==> config.mk <==
export PLATFORM = sky130hd
export DESIGN_NAME = network_seconds_to_local_date_flat
export DESIGN_NICKNAME = d
export VERILOG_FILES = /design/src/design/nstld_pkg.sv /design/src/design/nstld_stream_if.sv /design/src/design/nstld_ctrl.sv /design/src/design/nstld_split.sv /design/src/design/nstld_civil.sv /design/src/design/nstld_dst.sv /design/src/design/network_seconds_to_local_date.sv /design/src/flat_wrapper.sv
export SDC_FILE = /design/constraint.sdc
export NUM_CORES = 2
export LEC_CHECK = 0
export BUFFER_PORTS_ARGS = -buffer_cell sky130_fd_sc_hd__buf_4
export CORE_MARGIN = 2
export CORE_UTILIZATION = 25
export DETAILED_ROUTE_END_ITERATION = 7
export PLACE_DENSITY = 0.42
export SETUP_SLACK_MARGIN = 0.2
export SYNTH_ARGS = -nofsm -noshare
export SYNTH_HDL_FRONTEND = slang
export SYNTH_SLANG_ARGS = --single-unit
export TNS_END_PERCENT = 50
==> constraint.sdc <==
create_clock -name clk -period 20.9 [get_ports clk]
set_clock_uncertainty 0.1 [all_clocks]
set_input_delay 4.18 -clock clk [delete_from_list [all_inputs] [get_ports clk]]
set_output_delay 4.18 -clock clk [all_outputs]
set_load 0.1 [all_outputs]
==> src/design/nstld_pkg.sv <==
// ----------------------------------------------------------------------------
// nstld_pkg
// Shared types, constants and small tables of the seconds-to-local-date block.
// ----------------------------------------------------------------------------
package nstld_pkg;

    // Pipeline depth and the role of each stage
    localparam int NUM_STAGES = 10;
    localparam int ST_OFFSET  = 0;   // zone offset and bias day added
    localparam int ST_DAYNO   = 1;   // day number by reciprocal multiply
    localparam int ST_SOD     = 2;   // second of day, era split
    localparam int ST_HOUR    = 3;   // hour, weekday, century terms
    localparam int ST_REM     = 4;   // second of hour, era day count
    localparam int ST_MIN     = 5;   // minute, year of era
    localparam int ST_SEC     = 6;   // second, day of year
    localparam int ST_MP      = 7;   // March-based month index
    localparam int ST_DATE    = 8;   // day, month, year
    localparam int ST_OUT     = 9;   // summer rule and output register

    // Time constants
    localparam logic [16:0] SECS_PER_DAY  = 17'd86400;
    localparam logic [11:0] SECS_PER_HOUR = 12'd3600;
    localparam logic [5:0]  SECS_PER_MIN  = 6'd60;
    localparam logic [2:0]  DAYS_PER_WEEK = 3'd7;

    // Exact reciprocals: floor(x / d) == (x * RECIP) >> SHIFT over the value range
    localparam logic [26:0] DAY_RECIP  = 27'd101806633;  // (t >> 7) / 675, shift 36
    localparam logic [17:0] WDAY_RECIP = 18'd149797;     // / 7, shift 20
    localparam logic [12:0] HOUR_RECIP = 13'd4661;       // (sod >> 4) / 225, shift 20
    localparam logic [12:0] MIN_RECIP  = 13'd4370;       // / 60, shift 18
    localparam logic [15:0] Y365_RECIP = 16'd45965;      // / 365, shift 24
    localparam logic [10:0] MP_RECIP   = 11'd1714;       // / 153, shift 18

    // Civil calendar constants (days counted from 0000-03-01)
    localparam logic [16:0] ERA_SPLIT_DAY  = 17'd36585;   // day number where era 5 starts
    localparam logic [17:0] ERA4_DOE_BIAS  = 18'd109512;  // day of era for era 4
    localparam logic [17:0] DAYS_PER_CENT  = 18'd36524;
    localparam logic [17:0] DAYS_PER_YEAR  = 18'd365;
    localparam logic [11:0] ERA4_BASE_YEAR = 12'd1600;
    localparam logic [11:0] ERA5_BASE_YEAR = 12'd2000;
    localparam logic [11:0] EPOCH_YEAR     = 12'd1900;
    localparam logic [3:0]  MP_JANUARY     = 4'd10;

    // Month codes, January is zero
    localparam logic [3:0] MONTH_JAN = 4'd0;
    localparam logic [3:0] MONTH_FEB = 4'd1;
    localparam logic [3:0] MONTH_MAR = 4'd2;
    localparam logic [3:0] MONTH_APR = 4'd3;
    localparam logic [3:0] MONTH_MAY = 4'd4;
    localparam logic [3:0] MONTH_JUN = 4'd5;
    localparam logic [3:0] MONTH_JUL = 4'd6;
    localparam logic [3:0] MONTH_AUG = 4'd7;
    localparam logic [3:0] MONTH_SEP = 4'd8;
    localparam logic [3:0] MONTH_OCT = 4'd9;
    localparam logic [3:0] MONTH_NOV = 4'd10;
    localparam logic [3:0] MONTH_DEC = 4'd11;

    // Summer-time rule
    localparam logic [2:0] WDAY_SUNDAY         = 3'd0;
    localparam logic [5:0] LAST_SUNDAY_MIN_DAY = 6'd25;
    localparam logic [4:0] DST_START_HOUR      = 5'd2;
    localparam logic [4:0] DST_END_HOUR        = 5'd3;
    localparam logic [4:0] LAST_HOUR           = 5'd23;

    localparam logic signed [4:0] ZONE_OFFSET_RESET = 5'sd1;

    typedef struct packed {
        logic [NUM_STAGES-1:0] load;
    } pipe_ctrl_t;

    typedef struct packed {
        logic [4:0] hour;
        logic [5:0] minute;
        logic [5:0] second;
        logic [2:0] wday;
    } tod_t;

    typedef struct packed {
        logic [7:0] year;
        logic [3:0] month;
        logic [4:0] mday;
    } date_t;

    typedef struct packed {
        logic [7:0] year;
        logic [3:0] month;
        logic [4:0] mday;
        logic [4:0] hour;
        logic [5:0] minute;
        logic [5:0] second;
        logic       summer;
    } result_t;

    // First day of year (from March 1) of each March-based month
    function automatic logic [8:0] month_start(input logic [3:0] mp);
        logic [8:0] days;
        unique case (mp)
            4'd0:    days = 9'd0;
            4'd1:    days = 9'd31;
            4'd2:    days = 9'd61;
            4'd3:    days = 9'd92;
            4'd4:    days = 9'd122;
            4'd5:    days = 9'd153;
            4'd6:    days = 9'd184;
            4'd7:    days = 9'd214;
            4'd8:    days = 9'd245;
            4'd9:    days = 9'd275;
            4'd10:   days = 9'd306;
            4'd11:   days = 9'd337;
            default: days = 9'd0;
        endcase
        return days;
    endfunction

    // Days in a month; February only matters outside summer time, so no leap day
    function automatic logic [4:0] month_length(input logic [3:0] month);
        logic [4:0] days;
        unique case (month)
            MONTH_FEB:                                  days = 5'd28;
            MONTH_APR, MONTH_JUN, MONTH_SEP, MONTH_NOV: days = 5'd30;
            default:                                    days = 5'd31;
        endcase
        return days;
    endfunction

endpackage

==> src/design/nstld_stream_if.sv <==
// ----------------------------------------------------------------------------
// nstld_stream_if
// Valid/ready channels for second counts in and local dates out.
// ----------------------------------------------------------------------------
interface nstld_seconds_if;
    logic        valid;
    logic        ready;
    logic [31:0] seconds_since_1900;

    modport source (output valid, output seconds_since_1900, input ready);
    modport sink   (input valid, input seconds_since_1900, output ready);
endinterface

interface nstld_date_if;
    logic       valid;
    logic       ready;
    logic [7:0] years_since_1900;
    logic [3:0] month_index;
    logic [4:0] day_of_month;
    logic [4:0] hour_of_day;
    logic [5:0] minute_of_hour;
    logic [5:0] second_of_minute;
    logic       summer_time;

    modport source (output valid, output years_since_1900, output month_index,
                    output day_of_month, output hour_of_day, output minute_of_hour,
                    output second_of_minute, output summer_time, input ready);
    modport sink   (input valid, input years_since_1900, input month_index,
                    input day_of_month, input hour_of_day, input minute_of_hour,
                    input second_of_minute, input summer_time, output ready);
endinterface

==> src/design/nstld_ctrl.sv <==
// ----------------------------------------------------------------------------
// nstld_ctrl
// Stage valid bits and per-stage load enables; bubbles collapse under stall.
// ----------------------------------------------------------------------------
module nstld_ctrl (
    input  logic                clk,
    input  logic                rst_n,
    input  logic                in_valid,
    output logic                in_ready,
    output logic                out_valid,
    input  logic                out_ready,
    output nstld_pkg::pipe_ctrl_t ctrl
);

    logic [nstld_pkg::NUM_STAGES-1:0] valid_reg;
    logic [nstld_pkg::NUM_STAGES-1:0] valid_next;
    logic [nstld_pkg::NUM_STAGES-1:0] adv;

    // A stage may load when it is empty or its content moves on
    always_comb
    begin
        adv[nstld_pkg::NUM_STAGES-1] = !valid_reg[nstld_pkg::NUM_STAGES-1] || out_ready;
        for (int k = nstld_pkg::NUM_STAGES - 2; k >= 0; k--)
        begin
            adv[k] = !valid_reg[k] || adv[k+1];
        end
    end

    always_comb
    begin
        valid_next[0] = adv[0] ? in_valid : valid_reg[0];
        for (int k = 1; k < nstld_pkg::NUM_STAGES; k++)
        begin
            valid_next[k] = adv[k] ? valid_reg[k-1] : valid_reg[k];
        end
    end

    always_ff @(posedge clk or negedge rst_n)
    begin
        if (!rst_n)
        begin
            valid_reg <= '0;
        end
        else
        begin
            valid_reg <= valid_next;
        end
    end

    assign ctrl.load = adv;
    assign in_ready  = adv[0];
    assign out_valid = valid_reg[nstld_pkg::NUM_STAGES-1];

endmodule

==> src/design/nstld_split.sv <==
// ----------------------------------------------------------------------------
// nstld_split
// Zone offset, day number, time of day and weekday of the standard-time count.
// ----------------------------------------------------------------------------
module nstld_split (
    input  logic                  clk,
    input  nstld_pkg::pipe_ctrl_t ctrl,
    input  logic signed [4:0]     zone_offset,
    input  logic [31:0]           seconds,
    output logic [16:0]           dayno,
    output nstld_pkg::tod_t       tod
);

    logic signed [17:0] offset_secs;
    logic [32:0]        t_next, t_reg, t1_reg;
    logic [52:0]        day_prod;
    logic [16:0]        dayno_next, dayno_reg, dayno2_reg;
    logic [32:0]        day_secs;
    logic [16:0]        sod_next, sod_reg, sod3_reg;
    logic [34:0]        wq_prod;
    logic [13:0]        wq_next, wq_reg;
    logic [25:0]        hour_prod;
    logic [4:0]         hour_next, hour_reg, hour4_reg, hour5_reg;
    logic [16:0]        wday_diff;
    logic [2:0]         wday_next, wday_reg, wday4_reg, wday5_reg;
    logic [11:0]        rem_next, rem_reg, rem5_reg;
    logic [23:0]        min_prod;
    logic [5:0]         min_next, min_reg;
    nstld_pkg::tod_t    tod_next, tod6_reg, tod7_reg, tod8_reg;

    // Offset stage: local seconds plus one bias day, always positive
    assign offset_secs = 18'(zone_offset) * $signed(18'(nstld_pkg::SECS_PER_HOUR));
    assign t_next      = 33'(seconds) + 33'(nstld_pkg::SECS_PER_DAY) + 33'(offset_secs);

    // Day number: 86400 = 128 * 675
    assign day_prod   = 53'(t_reg[32:7]) * 53'(nstld_pkg::DAY_RECIP);
    assign dayno_next = day_prod[52:36];

    // Second of day and weekday quotient
    assign day_secs = 33'(dayno_reg) * 33'(nstld_pkg::SECS_PER_DAY);
    assign sod_next = 17'(t1_reg - day_secs);
    assign wq_prod  = 35'(dayno_reg) * 35'(nstld_pkg::WDAY_RECIP);
    assign wq_next  = wq_prod[33:20];

    // Hour: 3600 = 16 * 225
    assign hour_prod = 26'(sod_reg[16:4]) * 26'(nstld_pkg::HOUR_RECIP);
    assign hour_next = hour_prod[24:20];
    assign wday_diff = dayno2_reg - 17'(wq_reg) * 17'(nstld_pkg::DAYS_PER_WEEK);
    assign wday_next = wday_diff[2:0];

    assign rem_next = 12'(sod3_reg - 17'(hour_reg) * 17'(nstld_pkg::SECS_PER_HOUR));

    assign min_prod = 24'(rem_reg) * 24'(nstld_pkg::MIN_RECIP);
    assign min_next = min_prod[23:18];

    always_comb
    begin
        tod_next.hour   = hour5_reg;
        tod_next.minute = min_reg;
        tod_next.second = 6'(rem5_reg - 12'(min_reg) * 12'(nstld_pkg::SECS_PER_MIN));
        tod_next.wday   = wday5_reg;
    end

    always_ff @(posedge clk)
    begin
        if (ctrl.load[nstld_pkg::ST_OFFSET])
        begin
            t_reg <= t_next;
        end
        if (ctrl.load[nstld_pkg::ST_DAYNO])
        begin
            dayno_reg <= dayno_next;
            t1_reg    <= t_reg;
        end
        if (ctrl.load[nstld_pkg::ST_SOD])
        begin
            sod_reg    <= sod_next;
            wq_reg     <= wq_next;
            dayno2_reg <= dayno_reg;
        end
        if (ctrl.load[nstld_pkg::ST_HOUR])
        begin
            hour_reg <= hour_next;
            wday_reg <= wday_next;
            sod3_reg <= sod_reg;
        end
        if (ctrl.load[nstld_pkg::ST_REM])
        begin
            rem_reg   <= rem_next;
            hour4_reg <= hour_reg;
            wday4_reg <= wday_reg;
        end
        if (ctrl.load[nstld_pkg::ST_MIN])
        begin
            min_reg   <= min_next;
            rem5_reg  <= rem_reg;
            hour5_reg <= hour4_reg;
            wday5_reg <= wday4_reg;
        end
        // Hold the time of day until the date catches up
        if (ctrl.load[nstld_pkg::ST_SEC])
        begin
            tod6_reg <= tod_next;
        end
        if (ctrl.load[nstld_pkg::ST_MP])
        begin
            tod7_reg <= tod6_reg;
        end
        if (ctrl.load[nstld_pkg::ST_DATE])
        begin
            tod8_reg <= tod7_reg;
        end
    end

    assign dayno = dayno_reg;
    assign tod   = tod8_reg;

endmodule

==> src/design/nstld_civil.sv <==
// ----------------------------------------------------------------------------
// nstld_civil
// Proleptic Gregorian year, month and day from a day number.
// ----------------------------------------------------------------------------
module nstld_civil (
    input  logic                  clk,
    input  nstld_pkg::pipe_ctrl_t ctrl,
    input  logic [16:0]           dayno,
    output nstld_pkg::date_t      date
);

    logic             era_hi_next, era_hi_reg, era_hi3_reg, era_hi4_reg, era_hi5_reg;
    logic             era_hi6_reg, era_hi7_reg;
    logic [17:0]      doe_next, doe_reg, doe3_reg, doe4_reg, doe5_reg;
    logic [31:0]      c1_prod;
    logic [6:0]       c1_next, c1_reg;
    logic [2:0]       c2_next, c2_reg;
    logic             c3_next, c3_reg;
    logic [17:0]      v_next, v_reg;
    logic [33:0]      y_prod;
    logic [8:0]       yoe_next, yoe_reg, yoe6_reg, yoe7_reg;
    logic [1:0]       yoe_cent;
    logic [8:0]       doy_next, doy_reg, doy7_reg;
    logic [10:0]      mp_arg;
    logic [21:0]      mp_prod;
    logic [3:0]       mp_next, mp_reg;
    logic [3:0]       month;
    logic [11:0]      year_full;
    nstld_pkg::date_t date_next, date_reg;

    // Era is 4 or 5 over the whole input range
    assign era_hi_next = (dayno >= nstld_pkg::ERA_SPLIT_DAY);
    assign doe_next    = era_hi_next ? 18'(dayno - nstld_pkg::ERA_SPLIT_DAY)
                                     : 18'(dayno) + nstld_pkg::ERA4_DOE_BIAS;

    // doe / 1460, doe / 36524, doe / 146096
    assign c1_prod = 32'(doe_reg[17:2]) * 32'(nstld_pkg::Y365_RECIP);
    assign c1_next = c1_prod[30:24];
    assign c3_next = (doe_reg == 18'(nstld_pkg::DAYS_PER_CENT * 4));

    always_comb
    begin
        priority if (doe_reg >= 18'(nstld_pkg::DAYS_PER_CENT * 4)) c2_next = 3'd4;
        else if (doe_reg >= 18'(nstld_pkg::DAYS_PER_CENT * 3))     c2_next = 3'd3;
        else if (doe_reg >= 18'(nstld_pkg::DAYS_PER_CENT * 2))     c2_next = 3'd2;
        else if (doe_reg >= nstld_pkg::DAYS_PER_CENT)              c2_next = 3'd1;
        else                                                       c2_next = 3'd0;
    end

    assign v_next = doe3_reg - 18'(c1_reg) + 18'(c2_reg) - 18'(c3_reg);

    assign y_prod   = 34'(v_reg) * 34'(nstld_pkg::Y365_RECIP);
    assign yoe_next = y_prod[32:24];

    always_comb
    begin
        priority if (yoe_reg >= 9'd300) yoe_cent = 2'd3;
        else if (yoe_reg >= 9'd200)     yoe_cent = 2'd2;
        else if (yoe_reg >= 9'd100)     yoe_cent = 2'd1;
        else                            yoe_cent = 2'd0;
    end

    assign doy_next = 9'(doe5_reg - (18'(yoe_reg) * nstld_pkg::DAYS_PER_YEAR
                                     + 18'(yoe_reg[8:2]) - 18'(yoe_cent)));

    assign mp_arg  = 11'(doy_reg) * 11'd5 + 11'd2;
    assign mp_prod = 22'(mp_arg) * 22'(nstld_pkg::MP_RECIP);
    assign mp_next = mp_prod[21:18];

    // Month index is March based; January and February belong to the next year
    assign month = (mp_reg < nstld_pkg::MP_JANUARY) ? mp_reg + 4'd2
                                                    : mp_reg - nstld_pkg::MP_JANUARY;

    always_comb
    begin
        year_full = 12'(yoe7_reg)
                  + (era_hi7_reg ? nstld_pkg::ERA5_BASE_YEAR : nstld_pkg::ERA4_BASE_YEAR)
                  + ((month < nstld_pkg::MONTH_MAR) ? 12'd1 : 12'd0);
        date_next.year  = 8'(year_full - nstld_pkg::EPOCH_YEAR);
        date_next.month = month;
        date_next.mday  = 5'(doy7_reg - nstld_pkg::month_start(mp_reg) + 9'd1);
    end

    always_ff @(posedge clk)
    begin
        if (ctrl.load[nstld_pkg::ST_SOD])
        begin
            doe_reg    <= doe_next;
            era_hi_reg <= era_hi_next;
        end
        if (ctrl.load[nstld_pkg::ST_HOUR])
        begin
            c1_reg      <= c1_next;
            c2_reg      <= c2_next;
            c3_reg      <= c3_next;
            doe3_reg    <= doe_reg;
            era_hi3_reg <= era_hi_reg;
        end
        if (ctrl.load[nstld_pkg::ST_REM])
        begin
            v_reg       <= v_next;
            doe4_reg    <= doe3_reg;
            era_hi4_reg <= era_hi3_reg;
        end
        if (ctrl.load[nstld_pkg::ST_MIN])
        begin
            yoe_reg     <= yoe_next;
            doe5_reg    <= doe4_reg;
            era_hi5_reg <= era_hi4_reg;
        end
        if (ctrl.load[nstld_pkg::ST_SEC])
        begin
            doy_reg     <= doy_next;
            yoe6_reg    <= yoe_reg;
            era_hi6_reg <= era_hi5_reg;
        end
        if (ctrl.load[nstld_pkg::ST_MP])
        begin
            mp_reg      <= mp_next;
            doy7_reg    <= doy_reg;
            yoe7_reg    <= yoe6_reg;
            era_hi7_reg <= era_hi6_reg;
        end
        if (ctrl.load[nstld_pkg::ST_DATE])
        begin
            date_reg <= date_next;
        end
    end

    assign date = date_reg;

endmodule

==> src/design/nstld_dst.sv <==
// ----------------------------------------------------------------------------
// nstld_dst
// European summer-time rule and summer-hour adjustment into the output register.
// ----------------------------------------------------------------------------
module nstld_dst (
    input  logic                  clk,
    input  nstld_pkg::pipe_ctrl_t ctrl,
    input  nstld_pkg::date_t      date,
    input  nstld_pkg::tod_t       tod,
    output nstld_pkg::result_t    result
);

    logic               past_last_sunday;
    logic               not_sunday;
    logic               summer;
    logic               day_roll;
    nstld_pkg::result_t result_next, result_reg;

    assign past_last_sunday = (6'(date.mday) >= 6'(tod.wday) + nstld_pkg::LAST_SUNDAY_MIN_DAY);
    assign not_sunday       = (tod.wday != nstld_pkg::WDAY_SUNDAY);

    always_comb
    begin
        priority if (date.month >= nstld_pkg::MONTH_APR && date.month <= nstld_pkg::MONTH_SEP)
            summer = 1'b1;
        else if (date.month == nstld_pkg::MONTH_MAR)
            summer = past_last_sunday && (not_sunday || tod.hour >= nstld_pkg::DST_START_HOUR);
        else if (date.month == nstld_pkg::MONTH_OCT)
            summer = !(past_last_sunday && (not_sunday || tod.hour >= nstld_pkg::DST_END_HOUR));
        else
            summer = 1'b0;
    end

    // The summer hour rolls into the next day only from 23:00
    assign day_roll = summer && (tod.hour == nstld_pkg::LAST_HOUR);

    always_comb
    begin
        result_next.year   = date.year;
        result_next.month  = date.month;
        result_next.mday   = date.mday;
        result_next.hour   = tod.hour;
        result_next.minute = tod.minute;
        result_next.second = tod.second;
        result_next.summer = summer;
        if (summer)
        begin
            result_next.hour = day_roll ? 5'd0 : tod.hour + 5'd1;
        end
        if (day_roll)
        begin
            if (date.mday == nstld_pkg::month_length(date.month))
            begin
                result_next.mday = 5'd1;
                if (date.month == nstld_pkg::MONTH_DEC)
                begin
                    result_next.month = nstld_pkg::MONTH_JAN;
                    result_next.year  = date.year + 8'd1;
                end
                else
                begin
                    result_next.month = date.month + 4'd1;
                end
            end
            else
            begin
                result_next.mday = date.mday + 5'd1;
            end
        end
    end

    always_ff @(posedge clk)
    begin
        if (ctrl.load[nstld_pkg::ST_OUT])
        begin
            result_reg <= result_next;
        end
    end

    assign result = result_reg;

endmodule

==> src/design/network_seconds_to_local_date.sv <==
// ----------------------------------------------------------------------------
// network_seconds_to_local_date
// Time-server second count to local calendar date with European summer time.
// ----------------------------------------------------------------------------
// Usage:
//   seconds    - request channel; each request carries a 32-bit count of
//                seconds since 1900-01-01 00:00 UTC.
//   local_date - result channel; one result per request, in request order:
//                year since 1900, month (0 is January), day, hour, minute,
//                second and a flag for the added summer hour.
//   cfg_write_en / cfg_write_data - write the signed whole-hour zone offset;
//                write only while no request is in flight.
// Throughput is one request per cycle while the receiver takes results: ten
// register stages run with their own valid bits.
// Reset clears all stage valid bits and sets the zone offset to +1 hour.
// When the receiver stalls, the output stage holds its result; stages behind
// it keep filling empty slots, so seconds.ready falls only when every stage
// holds a request.
// ----------------------------------------------------------------------------
module network_seconds_to_local_date (
    input  logic                  clk,
    input  logic                  rst_n,
    nstld_seconds_if.sink         seconds,
    nstld_date_if.source          local_date,
    input  logic                  cfg_write_en,
    input  logic signed [4:0]     cfg_write_data
);

    logic signed [4:0]     zone_offset_reg;
    nstld_pkg::pipe_ctrl_t ctrl;
    logic [16:0]           dayno;
    nstld_pkg::tod_t       tod;
    nstld_pkg::date_t      date;
    nstld_pkg::result_t    result;

    // Zone offset register
    always_ff @(posedge clk or negedge rst_n)
    begin
        if (!rst_n)
        begin
            zone_offset_reg <= nstld_pkg::ZONE_OFFSET_RESET;
        end
        else if (cfg_write_en)
        begin
            zone_offset_reg <= cfg_write_data;
        end
    end

    // Stage valid bits and load enables
    nstld_ctrl u_ctrl (
        .clk       (clk),
        .rst_n     (rst_n),
        .in_valid  (seconds.valid),
        .in_ready  (seconds.ready),
        .out_valid (local_date.valid),
        .out_ready (local_date.ready),
        .ctrl      (ctrl)
    );

    // Day number and standard-time time of day
    nstld_split u_split (
        .clk         (clk),
        .ctrl        (ctrl),
        .zone_offset (zone_offset_reg),
        .seconds     (seconds.seconds_since_1900),
        .dayno       (dayno),
        .tod         (tod)
    );

    // Calendar date of the standard-time day, in step with the time of day
    nstld_civil u_civil (
        .clk   (clk),
        .ctrl  (ctrl),
        .dayno (dayno),
        .date  (date)
    );

    // Summer rule, advance hour and date, and hold the result
    nstld_dst u_dst (
        .clk    (clk),
        .ctrl   (ctrl),
        .date   (date),
        .tod    (tod),
        .result (result)
    );

    assign local_date.years_since_1900 = result.year;
    assign local_date.month_index      = result.month;
    assign local_date.day_of_month     = result.mday;
    assign local_date.hour_of_day      = result.hour;
    assign local_date.minute_of_hour   = result.minute;
    assign local_date.second_of_minute = result.second;
    assign local_date.summer_time      = result.summer;

endmodule

==> src/flat_wrapper.sv <==
// flat-port wrapper written by rule: the top's interface ports become plain ports
module network_seconds_to_local_date_flat 
  (clk, rst_n, cfg_write_en, cfg_write_data, seconds_valid, seconds_seconds_since_1900, seconds_ready, local_date_valid, local_date_years_since_1900, local_date_month_index, local_date_day_of_month, local_date_hour_of_day, local_date_minute_of_hour, local_date_second_of_minute, local_date_summer_time, local_date_ready);
  nstld_seconds_if seconds_i ();
  nstld_date_if local_date_i ();
  input  logic clk;
  input  logic rst_n;
  input  logic cfg_write_en;
  input  logic signed [4:0] cfg_write_data;
  input wire logic [$bits(seconds_i.valid)-1:0] seconds_valid;
  input wire logic [$bits(seconds_i.seconds_since_1900)-1:0] seconds_seconds_since_1900;
  output wire logic [$bits(seconds_i.ready)-1:0] seconds_ready;
  output wire logic [$bits(local_date_i.valid)-1:0] local_date_valid;
  output wire logic [$bits(local_date_i.years_since_1900)-1:0] local_date_years_since_1900;
  output wire logic [$bits(local_date_i.month_index)-1:0] local_date_month_index;
  output wire logic [$bits(local_date_i.day_of_month)-1:0] local_date_day_of_month;
  output wire logic [$bits(local_date_i.hour_of_day)-1:0] local_date_hour_of_day;
  output wire logic [$bits(local_date_i.minute_of_hour)-1:0] local_date_minute_of_hour;
  output wire logic [$bits(local_date_i.second_of_minute)-1:0] local_date_second_of_minute;
  output wire logic [$bits(local_date_i.summer_time)-1:0] local_date_summer_time;
  input wire logic [$bits(local_date_i.ready)-1:0] local_date_ready;
  assign seconds_i.valid = seconds_valid;
  assign seconds_i.seconds_since_1900 = seconds_seconds_since_1900;
  assign seconds_ready = seconds_i.ready;
  assign local_date_valid = local_date_i.valid;
  assign local_date_years_since_1900 = local_date_i.years_since_1900;
  assign local_date_month_index = local_date_i.month_index;
  assign local_date_day_of_month = local_date_i.day_of_month;
  assign local_date_hour_of_day = local_date_i.hour_of_day;
  assign local_date_minute_of_hour = local_date_i.minute_of_hour;
  assign local_date_second_of_minute = local_date_i.second_of_minute;
  assign local_date_summer_time = local_date_i.summer_time;
  assign local_date_i.ready = local_date_ready;
  network_seconds_to_local_date u_core (.clk(clk), .rst_n(rst_n), .seconds(seconds_i), .local_date(local_date_i), .cfg_write_en(cfg_write_en), .cfg_write_data(cfg_write_data));
endmodule
==> results.toml <==
[grt]
grt_usage_pct = 10.99
antenna_found_initial = 1
busiest_layer = "met2"
grt.met2_usage_pct = 18.36
grt_pass1_vias = 31328
grt_pass1_wl_mm = 173.3
use_met1_pct = 15.42
grt-ovfl-total = 0
grt_max_degree = 49
grt.met3_usage_pct = 1.372

[synth]
synth-seq-cells = 414
ys.flop_type = "edfxtp_1"
synthTopCellsByArea = "ha_1 (29%), edfxtp_1 (24%), fa_1 (22%)"
synth_cell_types = 79
yosysTopAreaCell = "ha_1"
avgSynthCellArea_um2 = 11.23
synth-async-reset-ratio_pct = 3.623
synth_top_area_share_pct = 29.46
ys_seq_area_share_pct = 25.24
synth_edf_count = 394
yosysWarnings = 0
syn_nets = 6063
synth_area_um2 = 48760
syn-instance-count = 4341

[sta]
relSlewSlack_pct = 23.24
period_minus_slack_ns = 11.16
slew_violations = 0
fin_setup_tns_ns = 0
hold_viol = 0
rsz0062_at_grt = "no"
worst_pin_slew_ns = 1.145
whs_ns = 0.3141
setup_viol = 0
max_freq_mhz = 89.58
post-route-period-util_pct = 53.41

[job]
cap_viol_max_count = 0

[floorplan]
die_h_um = 445.6
rows = 162
start_util_pct = 25.08
core_area_um2 = 194400
die_area_um2 = 198600
dieWidth_um = 445.6
io-pin-count = 79

[setup_path]
worstRegToRegCells = 28
arrival_ns = 6.88
cp.required_ns = 16.62
path_class = "input port to primary output"
crit_slowest_cell = "and3_1"
max_stage_delay_ns = 0.47
start_kind = "input port"
worstPathMaxFanout = 41
worstSetupEndpointType = "primary output"
crit_path_frequent_cell = "buf_4"
path_cells = "buf_4, nor2b_1, and3_1, nand3_2, buf_4, nor2_1, and3_1, nand3_2, buf_4, buf_4"

[cts]
numCtsBuffers = 48
clock_path_buffers = 3
cts_setup_buffers = 0
clkSlewWorstSetupHoldPaths_ns = 0.06
clkSinkCount = 414
htreeDepth = 2
insertion_delay_ns = 0.64
cts_tree = "yes"
ctsHoldBuffers = 0
root_buffer = "clkbuf_16"
cts_resized = 0

[finish]
final_cell_mix = "ha_1 (1148), inv_1 (1069), fa_1 (532), edfxtp_1 (394), xnor2_1 (154)"
syn2layout_area_growth_pct = 11.45
drive_gt1_share_pct = 4.904
fin_util_pct = 27.95
nFillCells = 20231
antennaDiodeCount = 0
largest_reg_flops = 35
final_cell_area_um2 = 54340
layout_commonest_cell = "ha_1"
nets = 6210

[drt]
antenna_left = 0
drcViolationCount = 0
drt_iter0_drc = 917
via_per_inst = 4.103
drt-wirelength-per-cell_um = 14.92
routed_wl_mm = 105.4
vias = 29005
dr.pass1.iters = 5

[place]
place_area_um2 = 52720
hpwlAfterDp_mm = 86.90
gp_congestion = 0.7780
io_buffers = 78

[status]
status = "finished clean"

[min_path]
min_path_cells = 0
hold_class = "flip-flop to flip-flop"
[path summary, 6_finish.rpt]
path	startpoint	end	slack, ns
min in group asynchronous	rst_n	u_core.zone_offset_reg[4]	3.36
max in group asynchronous	rst_n	u_core.u_ctrl.valid_reg[9]	17.00
setup / recovery	local_date_ready	seconds_ready	9.74
setup reg to reg	u_core.u_civil.doy_reg[1]	flip-flop	12.89
hold reg to reg	u_core.u_civil.yoe6_reg[3]	u_core.u_civil.yoe7_reg[3]	0.31
hold / removal	u_core.u_civil.yoe6_reg[3]	u_core.u_civil.yoe7_reg[3]	0.31
[critical path: cells and delay by family]
kind,cells,cell delay [ns]
and+or+nand+nor,6,1.58
buffers and inverters,4,1.05
[kinds of logic after synthesis]
kind of cell,synth area share [%]
adder cells (fa/ha/maj),51.30
buffers and inverters,8.330
AND/OR/NAND/NOR,4.899
AO/OA/AOI/OAI,6.236
flip-flops,25.24
XOR/XNOR,3.752
multiplexers,0.2335
[through the flow]
stage          worst slack, ns  cells
2_1_floorplan            8.609   4341
3_3_place_gp             9.647   6980
3_5_place_dp             9.669   6980
4_1_cts                  9.644   7069
5_1_grt                  9.477   7069
6_report                 9.737   7069
[cell type report]
cell class | count | area (µm²) | share of cell area [%]
clock buffers | 60 | 1329 | 2.445
clock inverters | 29 | 290.3 | 0.5342
inverters | 1071 | 4020 | 7.398
multi-input cells | 2846 | 32410 | 59.64
flip-flops and latches | 414 | 12310 | 22.65
well taps | 2542 | 3181 | 5.853
repair buffers | 107 | 803.3 | 1.478
[metal layers]
layer  wire length [µm]  up-vias
met2              48530      237
met4               1366        0
li1                   -    14657
met5                  0        -
met1              52850    14038
met3               2693       73
[synthesized netlist by cell type (all sizes together), types with 4 or more instances]
master	instances
ha	1148
inv	1071
fa	532
edfxtp	394
xnor2	155
a21oi	146
nor2	114
nand2	112
o21ai	89
xor2	53
a21o	52
nand3	48
nor3	41
nand2b	27
nor2b	26
o21bai	22
nand4	21
o21a	21
and3	20
nor4	16
a211oi	15
and2	15
dfrtp	14
o211ai	14
o31ai	12
a31oi	11
a21boi	9
a211o	8
mux2	8
o22ai	8
a311oi	7
clkbuf	7
or3	7
nor3b	6
o2111ai	6
or2	6
a2111oi	5
a221oi	5
a31o	5
and4	5
dfxtp	5
nand3b	5
nor4b	4
Power is left out: the tool's default activity adds up to more than one toggle a clock period on the data nets, which glitch-free logic cannot reach.
